==> config.mk <==
export PLATFORM = sky130hd
export DESIGN_NAME = ftp_client_control_fsm_flat
export DESIGN_NICKNAME = d
export VERILOG_FILES = /design/src/hdl/fccf_pkg.sv /design/src/hdl/fccf_if.sv /design/src/hdl/ftp_client_control_fsm.sv /design/src/hdl/fccf_reply.sv /design/src/flat_wrapper.sv
export SDC_FILE = /design/constraint.sdc
export NUM_CORES = 1
export LEC_CHECK = 0
export BUFFER_PORTS_ARGS = -buffer_cell sky130_fd_sc_hd__buf_4
export CORE_ASPECT_RATIO = 0.5
export CORE_UTILIZATION = 36
export CTS_CLUSTER_SIZE = 14
export DETAILED_ROUTE_END_ITERATION = 8
export PLACE_DENSITY = 0.62
export SETUP_SLACK_MARGIN = 0.3
export SLEW_MARGIN = 20
export SYNTH_ARGS = -nofsm -noshare
export SYNTH_HDL_FRONTEND = slang
export SYNTH_HIERARCHICAL = 1
export SYNTH_SLANG_ARGS = --single-unit
==> constraint.sdc <==
create_clock -name clk_i -period 9.4 [get_ports clk_i]
set_input_delay 2.82 -clock clk_i [delete_from_list [all_inputs] [get_ports clk_i]]
set_output_delay 2.82 -clock clk_i [all_outputs]
set_load 0.02 [all_outputs]
==> src/hdl/fccf_pkg.sv <==
// Types, codes and helpers of the FTP client control engine.
package fccf_pkg;

  localparam int unsigned CFG_IDX_W  = 2;
  localparam int unsigned CFG_DATA_W = 16;

  localparam logic [15:0] PORT_RESET   = 16'd6510;
  localparam logic [2:0]  OPT_CNT_RESET = 3'd1;
  localparam logic [7:0]  LF_BYTE      = 8'h0a;
  localparam logic [7:0]  ASCII_ZERO   = 8'd48;

  localparam logic signed [15:0] CODE_SVC_READY = 16'sd220;
  localparam logic signed [15:0] CODE_NEED_PASS = 16'sd331;
  localparam logic signed [15:0] CODE_LOGGED_IN = 16'sd230;
  localparam logic signed [15:0] CODE_XFER_DONE = 16'sd226;
  localparam logic signed [15:0] CODE_NO_FILE   = 16'sd550;

  typedef enum logic [CFG_IDX_W-1:0] {
    CFG_DATA_PORT_BASE = 2'd0,
    CFG_OPTION_COUNT   = 2'd1
  } fccf_cfg_e;

  typedef enum logic [1:0] {
    REQ_BYTE = 2'd0,
    REQ_ACK  = 2'd1,
    REQ_USER = 2'd2,
    REQ_LOST = 2'd3
  } fccf_req_e;

  typedef enum logic [1:0] {
    UCMD_LIST = 2'd0,
    UCMD_GET  = 2'd1,
    UCMD_CWD  = 2'd2,
    UCMD_CDUP = 2'd3
  } fccf_ucmd_e;

  typedef enum logic [3:0] {
    CMD_NONE   = 4'd0,
    CMD_USER   = 4'd1,
    CMD_PASS   = 4'd2,
    CMD_PORT   = 4'd3,
    CMD_OPTION = 4'd4,
    CMD_NLST   = 4'd5,
    CMD_RETR   = 4'd6,
    CMD_CWD    = 4'd7,
    CMD_CDUP   = 4'd8
  } fccf_cmd_e;

  typedef enum logic [4:0] {
    ST_NONE      = 5'd0,
    ST_INITIAL   = 5'd1,
    ST_SEND_USER = 5'd2,
    ST_USER_SENT = 5'd3,
    ST_SEND_PASS = 5'd4,
    ST_PASS_SENT = 5'd5,
    ST_SEND_PORT = 5'd6,
    ST_PORT_SENT = 5'd7,
    ST_SEND_OPT  = 5'd8,
    ST_OPT_SENT  = 5'd9,
    ST_CONNECTED = 5'd10,
    ST_SEND_NLST = 5'd11,
    ST_NLST_SENT = 5'd12,
    ST_SEND_RETR = 5'd13,
    ST_RETR_SENT = 5'd14,
    ST_SEND_CWD  = 5'd15,
    ST_CWD_SENT  = 5'd16,
    ST_SEND_CDUP = 5'd17,
    ST_CDUP_SENT = 5'd18,
    ST_SEND_QUIT = 5'd19,
    ST_QUIT_SENT = 5'd20
  } fccf_state_e;

  // Reply line status from the line capture unit.
  typedef struct packed {
    logic               line_done;
    logic signed [15:0] reply_code;
  } fccf_line_t;

  typedef struct packed {
    logic [3:0]         pending_cmd;
    logic [2:0]         option_index;
    logic [4:0]         proto_state;
    logic [15:0]        data_port;
    logic               line_done;
    logic signed [15:0] reply_code;
    logic               connected_event;
    logic               cwd_done_event;
    logic               list_end_event;
    logic               req_accepted;
  } fccf_rsp_t;

  function automatic fccf_cmd_e cmd_for_state(fccf_state_e s);
    case (s)
      ST_SEND_USER: return CMD_USER;
      ST_SEND_PASS: return CMD_PASS;
      ST_SEND_PORT: return CMD_PORT;
      ST_SEND_OPT:  return CMD_OPTION;
      ST_SEND_NLST: return CMD_NLST;
      ST_SEND_RETR: return CMD_RETR;
      ST_SEND_CWD:  return CMD_CWD;
      ST_SEND_CDUP: return CMD_CDUP;
      default:      return CMD_NONE;
    endcase
  endfunction

endpackage

==> src/hdl/fccf_if.sv <==
// Valid/ready channels for control events in and status results out.
interface fccf_req_if;
  logic       valid;
  logic       ready;
  logic [1:0] req_type;
  logic [7:0] rx_byte;
  logic [1:0] user_cmd;

  modport source (output valid, req_type, rx_byte, user_cmd, input ready);
  modport sink   (input valid, req_type, rx_byte, user_cmd, output ready);
endinterface

interface fccf_rsp_if;
  logic               valid;
  logic               ready;
  logic [3:0]         pending_cmd;
  logic [2:0]         option_index;
  logic [4:0]         proto_state;
  logic [15:0]        data_port;
  logic               line_done;
  logic signed [15:0] reply_code;
  logic               connected_event;
  logic               cwd_done_event;
  logic               list_end_event;
  logic               req_accepted;

  modport source (output valid, pending_cmd, option_index, proto_state, data_port,
                  line_done, reply_code, connected_event, cwd_done_event,
                  list_end_event, req_accepted, input ready);
  modport sink   (input valid, pending_cmd, option_index, proto_state, data_port,
                  line_done, reply_code, connected_event, cwd_done_event,
                  list_end_event, req_accepted, output ready);
endinterface

==> src/hdl/ftp_client_control_fsm.sv <==
// FTP client control engine top level: session state machine and result buffering.
//
// Takes one control event per cycle (reply byte, command acknowledge, user
// request or connection loss) and returns one status result for each
// through a result register backed by a one-entry skid stage, so a stalled
// result sink holds off new events only once both are full. Sustained rate
// is one event per cycle while the result sink keeps up; the whole update (reply
// code from the stored line bytes, compare against the known codes and the
// state select) sits between the event input and the result register.
// Configuration writes take effect at once and are meant for idle periods;
// a write of data_port_base also reloads the current data port.
module ftp_client_control_fsm import fccf_pkg::*; (
  input  logic                  clk_i,
  input  logic                  rst_ni,
  fccf_req_if.sink              req_i,
  fccf_rsp_if.source            rsp_o,
  input  logic                  cfg_we_i,
  input  logic [CFG_IDX_W-1:0]  cfg_idx_i,
  input  logic [CFG_DATA_W-1:0] cfg_wdata_i
);

  fccf_state_e state_q, state_d;
  logic [2:0]  opt_cnt_q;
  logic [2:0]  opt_sent_q, opt_sent_d;
  logic [15:0] port_q, port_d;
  logic        rdy_rep_q, rdy_rep_d;

  logic        accept;
  fccf_req_e   req;
  fccf_line_t  line;
  fccf_rsp_t   rsp_new;
  fccf_cmd_e   cmd;

  fccf_rsp_t   out_q, skid_q;
  logic        out_v_q, skid_v_q;
  logic        pop;

  assign req_i.ready = !skid_v_q;
  assign accept      = req_i.valid && !skid_v_q;
  assign req         = fccf_req_e'(req_i.req_type);

  fccf_reply u_reply (
    .clk_i      (clk_i),
    .rst_ni     (rst_ni),
    .byte_vld_i (accept && (req == REQ_BYTE)),
    .rx_byte_i  (req_i.rx_byte),
    .clear_i    (accept && (req == REQ_LOST)),
    .line_o     (line)
  );

  always_comb begin
    state_d    = state_q;
    opt_sent_d = opt_sent_q;
    port_d     = port_q;
    rdy_rep_d  = rdy_rep_q;
    rsp_new    = '0;

    case (req)
      REQ_BYTE: begin
        if (line.line_done) begin
          case (state_q)
            ST_INITIAL: begin
              if (line.reply_code == CODE_SVC_READY) state_d = ST_SEND_USER;
            end
            ST_USER_SENT: begin
              if (line.reply_code == CODE_NEED_PASS) state_d = ST_SEND_PASS;
            end
            ST_PASS_SENT: begin
              if (line.reply_code == CODE_LOGGED_IN) begin
                state_d    = ST_SEND_OPT;
                opt_sent_d = 3'd0;
              end
            end
            ST_PORT_SENT: begin
              state_d = ST_CONNECTED;
              if (!rdy_rep_q) begin
                rsp_new.connected_event = 1'b1;
                rdy_rep_d               = 1'b1;
              end
            end
            ST_OPT_SENT: begin
              state_d = (opt_sent_q >= opt_cnt_q) ? ST_SEND_PORT : ST_SEND_OPT;
            end
            ST_NLST_SENT, ST_RETR_SENT, ST_CONNECTED: begin
              // bump the data port after a finished or refused transfer
              if (line.reply_code == CODE_XFER_DONE || line.reply_code == CODE_NO_FILE) begin
                port_d  = port_q + 16'd1;
                state_d = ST_SEND_PORT;
              end
              rsp_new.list_end_event = (line.reply_code == CODE_NO_FILE);
            end
            ST_CWD_SENT, ST_CDUP_SENT: begin
              state_d                = ST_CONNECTED;
              rsp_new.cwd_done_event = 1'b1;
            end
            default: ;
          endcase
        end
      end
      REQ_ACK: begin
        case (state_q)
          ST_SEND_USER: state_d = ST_USER_SENT;
          ST_SEND_PASS: state_d = ST_PASS_SENT;
          ST_SEND_PORT: state_d = ST_PORT_SENT;
          ST_SEND_OPT: begin
            opt_sent_d = opt_sent_q + 3'd1;
            state_d    = ST_OPT_SENT;
          end
          ST_SEND_NLST: state_d = ST_NLST_SENT;
          ST_SEND_RETR: state_d = ST_RETR_SENT;
          ST_SEND_CWD:  state_d = ST_CWD_SENT;
          ST_SEND_CDUP: state_d = ST_CDUP_SENT;
          ST_SEND_QUIT: state_d = ST_QUIT_SENT;
          default: ;
        endcase
      end
      REQ_USER: begin
        if (state_q == ST_CONNECTED) begin
          rsp_new.req_accepted = 1'b1;
          case (fccf_ucmd_e'(req_i.user_cmd))
            UCMD_LIST: state_d = ST_SEND_NLST;
            UCMD_GET:  state_d = ST_SEND_RETR;
            UCMD_CWD:  state_d = ST_SEND_CWD;
            UCMD_CDUP: state_d = ST_SEND_CDUP;
            default:   state_d = ST_SEND_NLST;
          endcase
        end
      end
      REQ_LOST: state_d = ST_NONE;
      default: ;
    endcase

    cmd                  = cmd_for_state(state_d);
    rsp_new.pending_cmd  = cmd;
    rsp_new.option_index = (cmd == CMD_OPTION) ? opt_sent_d : 3'd0;
    rsp_new.proto_state  = state_d;
    rsp_new.data_port    = port_d;
    rsp_new.line_done    = line.line_done;
    rsp_new.reply_code   = line.reply_code;
  end

  always_ff @(posedge clk_i or negedge rst_ni) begin
    if (!rst_ni) begin
      state_q    <= ST_INITIAL;
      opt_sent_q <= 3'd0;
      rdy_rep_q  <= 1'b0;
    end else if (accept) begin
      state_q    <= state_d;
      opt_sent_q <= opt_sent_d;
      rdy_rep_q  <= rdy_rep_d;
    end
  end

  always_ff @(posedge clk_i or negedge rst_ni) begin
    if (!rst_ni) begin
      port_q    <= PORT_RESET;
      opt_cnt_q <= OPT_CNT_RESET;
    end else if (cfg_we_i) begin
      case (fccf_cfg_e'(cfg_idx_i))
        CFG_DATA_PORT_BASE: port_q    <= cfg_wdata_i[15:0];
        CFG_OPTION_COUNT:   opt_cnt_q <= cfg_wdata_i[2:0];
        default: ;
      endcase
    end else if (accept) begin
      port_q <= port_d;
    end
  end

  // Result register with a skid entry behind it.
  assign pop = out_v_q && rsp_o.ready;

  always_ff @(posedge clk_i or negedge rst_ni) begin
    if (!rst_ni) begin
      out_v_q  <= 1'b0;
      skid_v_q <= 1'b0;
    end else if (skid_v_q) begin
      if (pop) begin
        skid_v_q <= 1'b0;
      end
    end else if (accept) begin
      if (out_v_q && !pop) begin
        skid_v_q <= 1'b1;
      end else begin
        out_v_q <= 1'b1;
      end
    end else if (pop) begin
      out_v_q <= 1'b0;
    end
  end

  always_ff @(posedge clk_i) begin
    if (skid_v_q) begin
      if (pop) out_q <= skid_q;
    end else if (accept) begin
      if (out_v_q && !pop) begin
        skid_q <= rsp_new;
      end else begin
        out_q <= rsp_new;
      end
    end
  end

  assign rsp_o.valid           = out_v_q;
  assign rsp_o.pending_cmd     = out_q.pending_cmd;
  assign rsp_o.option_index    = out_q.option_index;
  assign rsp_o.proto_state     = out_q.proto_state;
  assign rsp_o.data_port       = out_q.data_port;
  assign rsp_o.line_done       = out_q.line_done;
  assign rsp_o.reply_code      = out_q.reply_code;
  assign rsp_o.connected_event = out_q.connected_event;
  assign rsp_o.cwd_done_event  = out_q.cwd_done_event;
  assign rsp_o.list_end_event  = out_q.list_end_event;
  assign rsp_o.req_accepted    = out_q.req_accepted;

endmodule

==> src/hdl/fccf_reply.sv <==
// Reply line capture: stores the first three bytes and forms the reply code.
module fccf_reply import fccf_pkg::*; (
  input  logic       clk_i,
  input  logic       rst_ni,
  input  logic       byte_vld_i,
  input  logic [7:0] rx_byte_i,
  input  logic       clear_i,
  output fccf_line_t line_o
);

  logic [7:0]         byte_q [3];
  logic [7:0]         byte_d [3];
  logic [1:0]         count_q, count_d;
  logic               store;
  logic               is_lf;
  logic signed [9:0]  dig0, dig1, dig2;
  logic signed [16:0] sum;

  assign store = byte_vld_i && (count_q != 2'd3);
  assign is_lf = byte_vld_i && (rx_byte_i == LF_BYTE);

  always_comb begin
    byte_d = byte_q;
    if (store) begin
      byte_d[count_q] = rx_byte_i;
    end
  end

  // The code uses this byte too when it lands in one of the first three slots.
  always_comb begin
    dig0 = $signed({2'b00, byte_d[0]}) - $signed({2'b00, ASCII_ZERO});
    dig1 = $signed({2'b00, byte_d[1]}) - $signed({2'b00, ASCII_ZERO});
    dig2 = $signed({2'b00, byte_d[2]}) - $signed({2'b00, ASCII_ZERO});
    sum  = 17'(dig0) * 17'sd100 + 17'(dig1) * 17'sd10 + 17'(dig2);
  end

  always_comb begin
    count_d = count_q;
    if (clear_i || is_lf) begin
      count_d = 2'd0;
    end else if (store) begin
      count_d = count_q + 2'd1;
    end
  end

  assign line_o.line_done  = is_lf;
  assign line_o.reply_code = is_lf ? $signed(sum[15:0]) : 16'sd0;

  always_ff @(posedge clk_i or negedge rst_ni) begin
    if (!rst_ni) begin
      count_q   <= 2'd0;
      byte_q[0] <= 8'd0;
      byte_q[1] <= 8'd0;
      byte_q[2] <= 8'd0;
    end else begin
      count_q <= count_d;
      byte_q  <= byte_d;
    end
  end

endmodule

==> src/flat_wrapper.sv <==
// flat-port wrapper written by rule: the top's interface ports become plain ports
module ftp_client_control_fsm_flat import fccf_pkg::*;
  (clk_i, rst_ni, cfg_we_i, cfg_idx_i, cfg_wdata_i, req_i_valid, req_i_req_type, req_i_rx_byte, req_i_user_cmd, req_i_ready, rsp_o_valid, rsp_o_pending_cmd, rsp_o_option_index, rsp_o_proto_state, rsp_o_data_port, rsp_o_line_done, rsp_o_reply_code, rsp_o_connected_event, rsp_o_cwd_done_event, rsp_o_list_end_event, rsp_o_req_accepted, rsp_o_ready);
  fccf_req_if req_i_i ();
  fccf_rsp_if rsp_o_i ();
  input  logic clk_i;
  input  logic rst_ni;
  input  logic cfg_we_i;
  input  logic [CFG_IDX_W-1:0] cfg_idx_i;
  input  logic [CFG_DATA_W-1:0] cfg_wdata_i;
  input wire logic [$bits(req_i_i.valid)-1:0] req_i_valid;
  input wire logic [$bits(req_i_i.req_type)-1:0] req_i_req_type;
  input wire logic [$bits(req_i_i.rx_byte)-1:0] req_i_rx_byte;
  input wire logic [$bits(req_i_i.user_cmd)-1:0] req_i_user_cmd;
  output wire logic [$bits(req_i_i.ready)-1:0] req_i_ready;
  output wire logic [$bits(rsp_o_i.valid)-1:0] rsp_o_valid;
  output wire logic [$bits(rsp_o_i.pending_cmd)-1:0] rsp_o_pending_cmd;
  output wire logic [$bits(rsp_o_i.option_index)-1:0] rsp_o_option_index;
  output wire logic [$bits(rsp_o_i.proto_state)-1:0] rsp_o_proto_state;
  output wire logic [$bits(rsp_o_i.data_port)-1:0] rsp_o_data_port;
  output wire logic [$bits(rsp_o_i.line_done)-1:0] rsp_o_line_done;
  output wire logic [$bits(rsp_o_i.reply_code)-1:0] rsp_o_reply_code;
  output wire logic [$bits(rsp_o_i.connected_event)-1:0] rsp_o_connected_event;
  output wire logic [$bits(rsp_o_i.cwd_done_event)-1:0] rsp_o_cwd_done_event;
  output wire logic [$bits(rsp_o_i.list_end_event)-1:0] rsp_o_list_end_event;
  output wire logic [$bits(rsp_o_i.req_accepted)-1:0] rsp_o_req_accepted;
  input wire logic [$bits(rsp_o_i.ready)-1:0] rsp_o_ready;
  assign req_i_i.valid = req_i_valid;
  assign req_i_i.req_type = req_i_req_type;
  assign req_i_i.rx_byte = req_i_rx_byte;
  assign req_i_i.user_cmd = req_i_user_cmd;
  assign req_i_ready = req_i_i.ready;
  assign rsp_o_valid = rsp_o_i.valid;
  assign rsp_o_pending_cmd = rsp_o_i.pending_cmd;
  assign rsp_o_option_index = rsp_o_i.option_index;
  assign rsp_o_proto_state = rsp_o_i.proto_state;
  assign rsp_o_data_port = rsp_o_i.data_port;
  assign rsp_o_line_done = rsp_o_i.line_done;
  assign rsp_o_reply_code = rsp_o_i.reply_code;
  assign rsp_o_connected_event = rsp_o_i.connected_event;
  assign rsp_o_cwd_done_event = rsp_o_i.cwd_done_event;
  assign rsp_o_list_end_event = rsp_o_i.list_end_event;
  assign rsp_o_req_accepted = rsp_o_i.req_accepted;
  assign rsp_o_i.ready = rsp_o_ready;
  ftp_client_control_fsm u_core (.clk_i(clk_i), .rst_ni(rst_ni), .req_i(req_i_i), .rsp_o(rsp_o_i), .cfg_we_i(cfg_we_i), .cfg_idx_i(cfg_idx_i), .cfg_wdata_i(cfg_wdata_i));
endmodule
# [Word level (Yosys, flattened, before mapping)]
# Memory sizes are Yosys's and may differ from the RTL's.
# Index checks and enable logic that the tools add are counted.
[totals] memories=1 register_bits=154 mem_bits_ro=128 out_inout_bits=51 word_cells=163 input_bits=35
[mem_list] memory="(name not given)" depth=32 word_bits=4 read_ports=1 rd_ports_with_merged_regs=0 write_ports=0 line="fccf_pkg.sv:93" source="case (s)"
[op_classes] n_lt_le_gt_ge=3 mux=50 eq_ne=38 n_mul=2 n_reduce_logical=28 n_addsub=8 n_bitwise=2
[ops] op="2-to-1 mux 49 bit" n=4
[ops] op="2-to-1 mux 16 bit" n=8
[ops] op="== test 16 x 9 -> 1 bit, second input constant" n=3
[ops] op="case mux 5 bit (9 select lines)" n=1
[ops] op="== test 5 x 4 -> 1 bit, second input constant" n=8
[ops] op="case mux 5 bit (4 select lines)" n=2
[ops] op="2-to-1 mux 5 bit" n=6
[ops] op="case mux 5 bit (6 select lines)" n=1
[ops] op="subtractor 8 x 6 -> 9 bit, second input constant" n=3
[ops] op="bitwise mux 24 bit" n=1
[ops] op="2-to-1 mux 24 bit" n=1
[ops] op="2-to-1 mux 3 bit" n=7
[ops] op="== test 5 x 3 -> 1 bit, second input constant" n=4
[ops] op="== test 5 bit, second input constant" n=4
[ops] op="adder 16 x 1 -> 16 bit, second input constant" n=1
[ops] op="adder 16 x 14 -> 16 bit" n=1
[ops] op="adder 16 x 9 -> 16 bit" n=1
[ops] op="demux 8 bit (select 2 bit)" n=1
[ops] op="== test 16 x 10 -> 1 bit, second input constant" n=1
[ops] op="== test 16 x 11 -> 1 bit, second input constant" n=1
[ops] op="multiplier 9 x 6 -> 14 bit, second input constant" n=1
[ops] op="multiplier 9 x 4 -> 13 bit, second input constant" n=1
[ops] op="2-to-1 mux 1 bit" n=13
[ops] op="== test 5 x 2 -> 1 bit, second input constant" n=2
[ops] op="other kinds (28)" n=55

# [Longest topological paths before layout]
# An unclocked memory read counts as a cell.
[depth] depth_word=24 mapped_depth=40 depth_no_buf=37

# [By module]
# Netlist, hierarchy kept.
[by_module_without_submodules] module="ftp_client_control_fsm" seq_area_each_um2=3706.1 cells_per_inst=540 area_per_inst_um2=6384.9 n_inst=1
[by_module_without_submodules] module="fccf_reply" seq_area_each_um2=650.6 cells_per_inst=353 area_per_inst_um2=3409.5 n_inst=1

# [Worst setup path after synthesis]
# No wires, ideal clock.
[synth_path] path_type="in2reg" start="input req_i_valid" end="register u_core.out_q, in the netlist u_core/rsp_o.option_index[0] (data pin)" path_buffers=2 arrival_ps=10324 path_slack_ps=-1094 cell_stages=35 path_cell_list="nand2_1 clkbuf_1 nor2_1 nand3b_1 buf_6 mux2i_1 inv_1 ha_1 nor3_1 mux2i_4 inv_1 fa_1 ha_1 ha_1 o21a_1 o31a_1 a21o_1 fa_1 inv_1 ha_1 a21o_1 a21oi_1 nor2b_1 a211oi_1 xor2_1 nor2_1 or4b_4 o21ba_1 a211oi_2 a32o_1 inv_1 ha_1 nor2_1 nand4b_1 o31ai_1"
[synth_lines] element="from (decl)" line="flat_wrapper.sv:11" source="input wire logic [$bits(req_i_i.valid)-1:0] req_i_valid;"
[synth_lines] element="to (signal assigned)" line="ftp_client_control_fsm.sv:193" source="if (pop) out_q <= skid_q;"
[synth_lines] element="to (signal assigned)" line="ftp_client_control_fsm.sv:198" source="out_q <= rsp_new;"
[synth_lines] element="to (decl)" line="ftp_client_control_fsm.sv:34" source="fccf_rsp_t out_q, skid_q;"

==> metrics.txt <==
core box area=0.02659 sq mm; MaxCap Viol Count=0; Seq. cell area=0.004357 sq mm; XOR/XNOR share of the synthesized area=0.04995; largest family of logic cells by synthesized area=simple AND/OR/NAND/NOR gates; Finish-stage setup viols=25; Syn Area/Cell=10.97 sq um; Final period util=1.036; Initial Util=0.3683; Iteration-0 DRC Markers=474; multi-input logic area=0.005803 sq mm; global-route wire length before repair=39520 microns; Synth Register Bits=154; nature of the critical path endpoint=register; final WL=24370 microns; clk_skew=16.66 ps; number of flops mapped to enable cells by yosys=98; Via density=5.029; routed vias=7543; CP Max Fanout=7; CTS sink cnt=154; simple-gate share of the synthesized area=0.1386; commonest cells after routing, fill and taps aside=buf_4, edfxtp_1, nand2_1; Synth Area in Compound Gates=0.1087; Slew Limit Fails=0; RSZ-0062 raised after global routing=true; Post-Syn Area=0.009794 sq mm; layout cells sized above 1=0.4085; CTS Root Cell=clkbuf_16; Final Non-Filler Cells=1500; adder-cell share of the synthesized area=0.1349; DIE AREA=0.02791 sq mm; Max-slew headroom=0.3938; required time worst endpoint=9720 ps; Seq/Total Area, Yosys=0.4448; largest net degree at the start of global routing=57; fmax=102.7 MHz; drt drc=0; failing checks=setup timing; Ports=86; hold_buf cts=0; GRT Overall Usage=0.1803; Mapped Cells=893; DP Worst Slack=-737.1 ps; clk buf depth=2; Worst path max stage delay=600 ps; WL/cell=16.25 microns; Main synth FF type=edfxtp_1; outcome=finished, violations left; asr flop ratio synth=0.3636; Port Buffer Count=85; Mapped Nets=1021; most common cell after layout, fill and taps aside=buf_4; Fillers=2365; Hold/Removal Path Class=register to register; nets@finish=1263; endpoints failing hold=0; P&R area growth vs syn=37.35%; Final min period=9737 ps; CP dominant cell by count=buf_4; Clock Latency Late Sink=450 ps; Setup CP Type=input port to register; Yosys cell types=81; Setup TNS Final=-4082 ps; CTS tree=done; mux cell area share after synthesis=0.08278; diodes inserted=0; design area=0.01345 sq mm; Site Rows=42; Slew @ Worst Pin=902.3 ps; die width=235.3 microns; DP HPWL=17290 microns; Ys Warns=6; H-Tree Depth=4; placed cells=1423; total clock buffers created by CTS=17; Final Wtd Congestion=0.8580; Worst setup SP type=input port; vias in the first global route=7632; post-placement cell area=0.01194 sq mm; total congestion overflow=0; CP max-delay cell=fa_1; Worst Setup Slack, final=-337.1 ps; Die H=118.6 microns; clock transition at the registers of the reported paths=70 ps; initial antenna violation count=0; Post-DRT Antenna Nets=0; Initial DRT Pass Iterations=6; WP data arrival=10060 ps
flip-flops by register name, indices dropped and copies added, names as in the netlist:
name and flops:
u_core/opt_sent_q 3, u_core/rdy_rep_q 1, u_core/rsp_o.list_end_event 1, u_core/u_reply/byte_q 24
u_core/rsp_o.line_done 1, u_core/port_q 16, u_core/rsp_o.data_port 16, u_core/rsp_o.reply_code 16
u_core/u_reply/count_q 2, u_core/opt_cnt_q 3, u_core/skid_v_q 1, u_core/rsp_o.valid 1
u_core/skid_q 49, u_core/rsp_o.pending_cmd 4, u_core/rsp_o.req_accepted 1, u_core/rsp_o.connected_event 1
u_core/rsp_o.cwd_done_event 1, u_core/state_q 5, u_core/rsp_o.option_index 3, u_core/rsp_o.proto_state 5
cells in the mapped netlist (3+ instances only):
| cell type | count | share of area |
|---|---|---|
| edfxtp_1 | 98 | 0.30 |
| ha_1 | 72 | 0.092 |
| inv_1 | 66 | 0.025 |
| nand2_1 | 65 | 0.025 |
| nor2_1 | 65 | 0.025 |
| mux2_2 | 58 | 0.067 |
| o21ai_0 | 53 | 0.027 |
| dfrtp_1 | 46 | 0.12 |
| xnor2_1 | 27 | 0.024 |
| xor2_1 | 27 | 0.024 |
| a21oi_1 | 26 | 0.013 |
| fa_1 | 21 | 0.043 |
| clkbuf_1 | 20 | 0.0077 |
| nand3_1 | 19 | 0.0097 |
| nor3_1 | 15 | 0.0077 |
| nand2b_1 | 13 | 0.0083 |
| mux2i_1 | 12 | 0.012 |
| a21o_1 | 11 | 0.0084 |
| and2_1 | 10 | 0.0064 |
| dfstp_2 | 10 | 0.027 |
| nor2b_1 | 10 | 0.0064 |
| o21a_1 | 10 | 0.0077 |
| a31oi_1 | 9 | 0.0057 |
| and3_1 | 8 | 0.0051 |
| nand4_1 | 7 | 0.0045 |
| a22oi_1 | 5 | 0.0038 |
| and4_1 | 5 | 0.0045 |
| buf_1 | 5 | 0.0019 |
| nor4bb_1 | 5 | 0.0051 |
| or3_1 | 5 | 0.0032 |
| a211o_1 | 4 | 0.0036 |
| nand3b_1 | 4 | 0.0031 |
| nand4b_1 | 4 | 0.0036 |
| nor3b_1 | 4 | 0.0031 |
| nor4_1 | 4 | 0.0026 |
| o211ai_1 | 4 | 0.0031 |
| o22ai_1 | 4 | 0.0026 |
| a211oi_1 | 3 | 0.0023 |
| a21boi_0 | 3 | 0.0023 |
| a32oi_1 | 3 | 0.0027 |
| nor4b_1 | 3 | 0.0027 |
| o21bai_1 | 3 | 0.0023 |
| o31ai_1 | 3 | 0.0023 |
kinds of logic (layout without fill, tap and decap cells):
group	Yosys count	count (layout)
xor+xnor	55	55
simple gates	257	257
mux	72	72
fa+ha+maj	93	93
flops	154	154
compound gates	163	163
buf+inv	99	354
per-stage QoR:
step                      hold WS (ps)  utilization
after floorplan                  431.2            -
after global placement           446.3       0.4492
after detailed placement         455.6       0.4492
after CTS                        474.1       0.4902
after global routing             507.2       0.5059
final                            469.9       0.5059
critical path, delay by kind of cell:
| kind | cells | cell delay [ps] |
|---|---|---|
| AO/OA/AOI/OAI | 10 | 2000 |
| adder cells (fa/ha/maj) | 5 | 1710 |
| AND/OR/NAND/NOR | 8 | 1640 |
| buffers and inverters | 7 | 910 |
| multiplexers | 2 | 500 |
| XOR/XNOR | 3 | 480 |
timing repair:
action | 4_1_cts | 5_1_grt
setup buffers | 26 | 18
gates resized for setup | 59 | 56
setup endpoints to repair | 52 | 79
gates cloned | 1 | 0
pin swaps | 26 | 46
layer usage:
layer / GRT usage / vias up / share of wire / wire length [microns]
li1: - / 3699 / - / -
met1: 0.2360 / 3685 / 0.46 / 11250
met2: 0.2993 / 131 / 0.49 / 11820
met3: 0.03878 / 28 / 0.035 / 859
met4: 0.05515 / 0 / 0.018 / 432
met5: 0 / - / 0 / 0
layout make-up:
cell class | instances | share of cell area
Sequential cell | 154 | 0.3238
Tap cell | 352 | 0.03274
Timing Repair Buffer | 254 | 0.1469
Multi-Input combinational cell | 640 | 0.4314
Clock inverter | 14 | 0.01358
Clock buffer | 18 | 0.03265
Inverter | 68 | 0.01897
final timing paths:
| check | end | startpoint | cells past startpoint | slack [ps] |
|---|---|---|---|---|
| max in group asynchronous | u_core/u_reply/byte_q[6]$_DFF_PN0_ | rst_ni | 1 | 6390 |
| setup / recovery | u_core/rsp_o.pending_cmd[2]$_DFFE_PP_ | req_i_req_type[1] | 35 | -340 |
| min in group asynchronous | u_core/port_q[7]$_DFFE_PN0P_ | rst_ni | 1 | 2440 |
| setup reg to reg | u_core/rsp_o.pending_cmd[2]$_DFFE_PP_ | u_core/u_reply/count_q[0]$_DFFE_PN0P_ | 32 | 1650 |
| hold / removal | u_core/rdy_rep_q$_DFFE_PN0P_ | u_core/rdy_rep_q$_DFFE_PN0P_ | 2 | 470 |
| hold reg to reg | u_core/rdy_rep_q$_DFFE_PN0P_ | u_core/rdy_rep_q$_DFFE_PN0P_ | 2 | 470 |
Power is not shown: default switching activity piles up to over one toggle a cycle in this logic, so the estimate is an artifact.
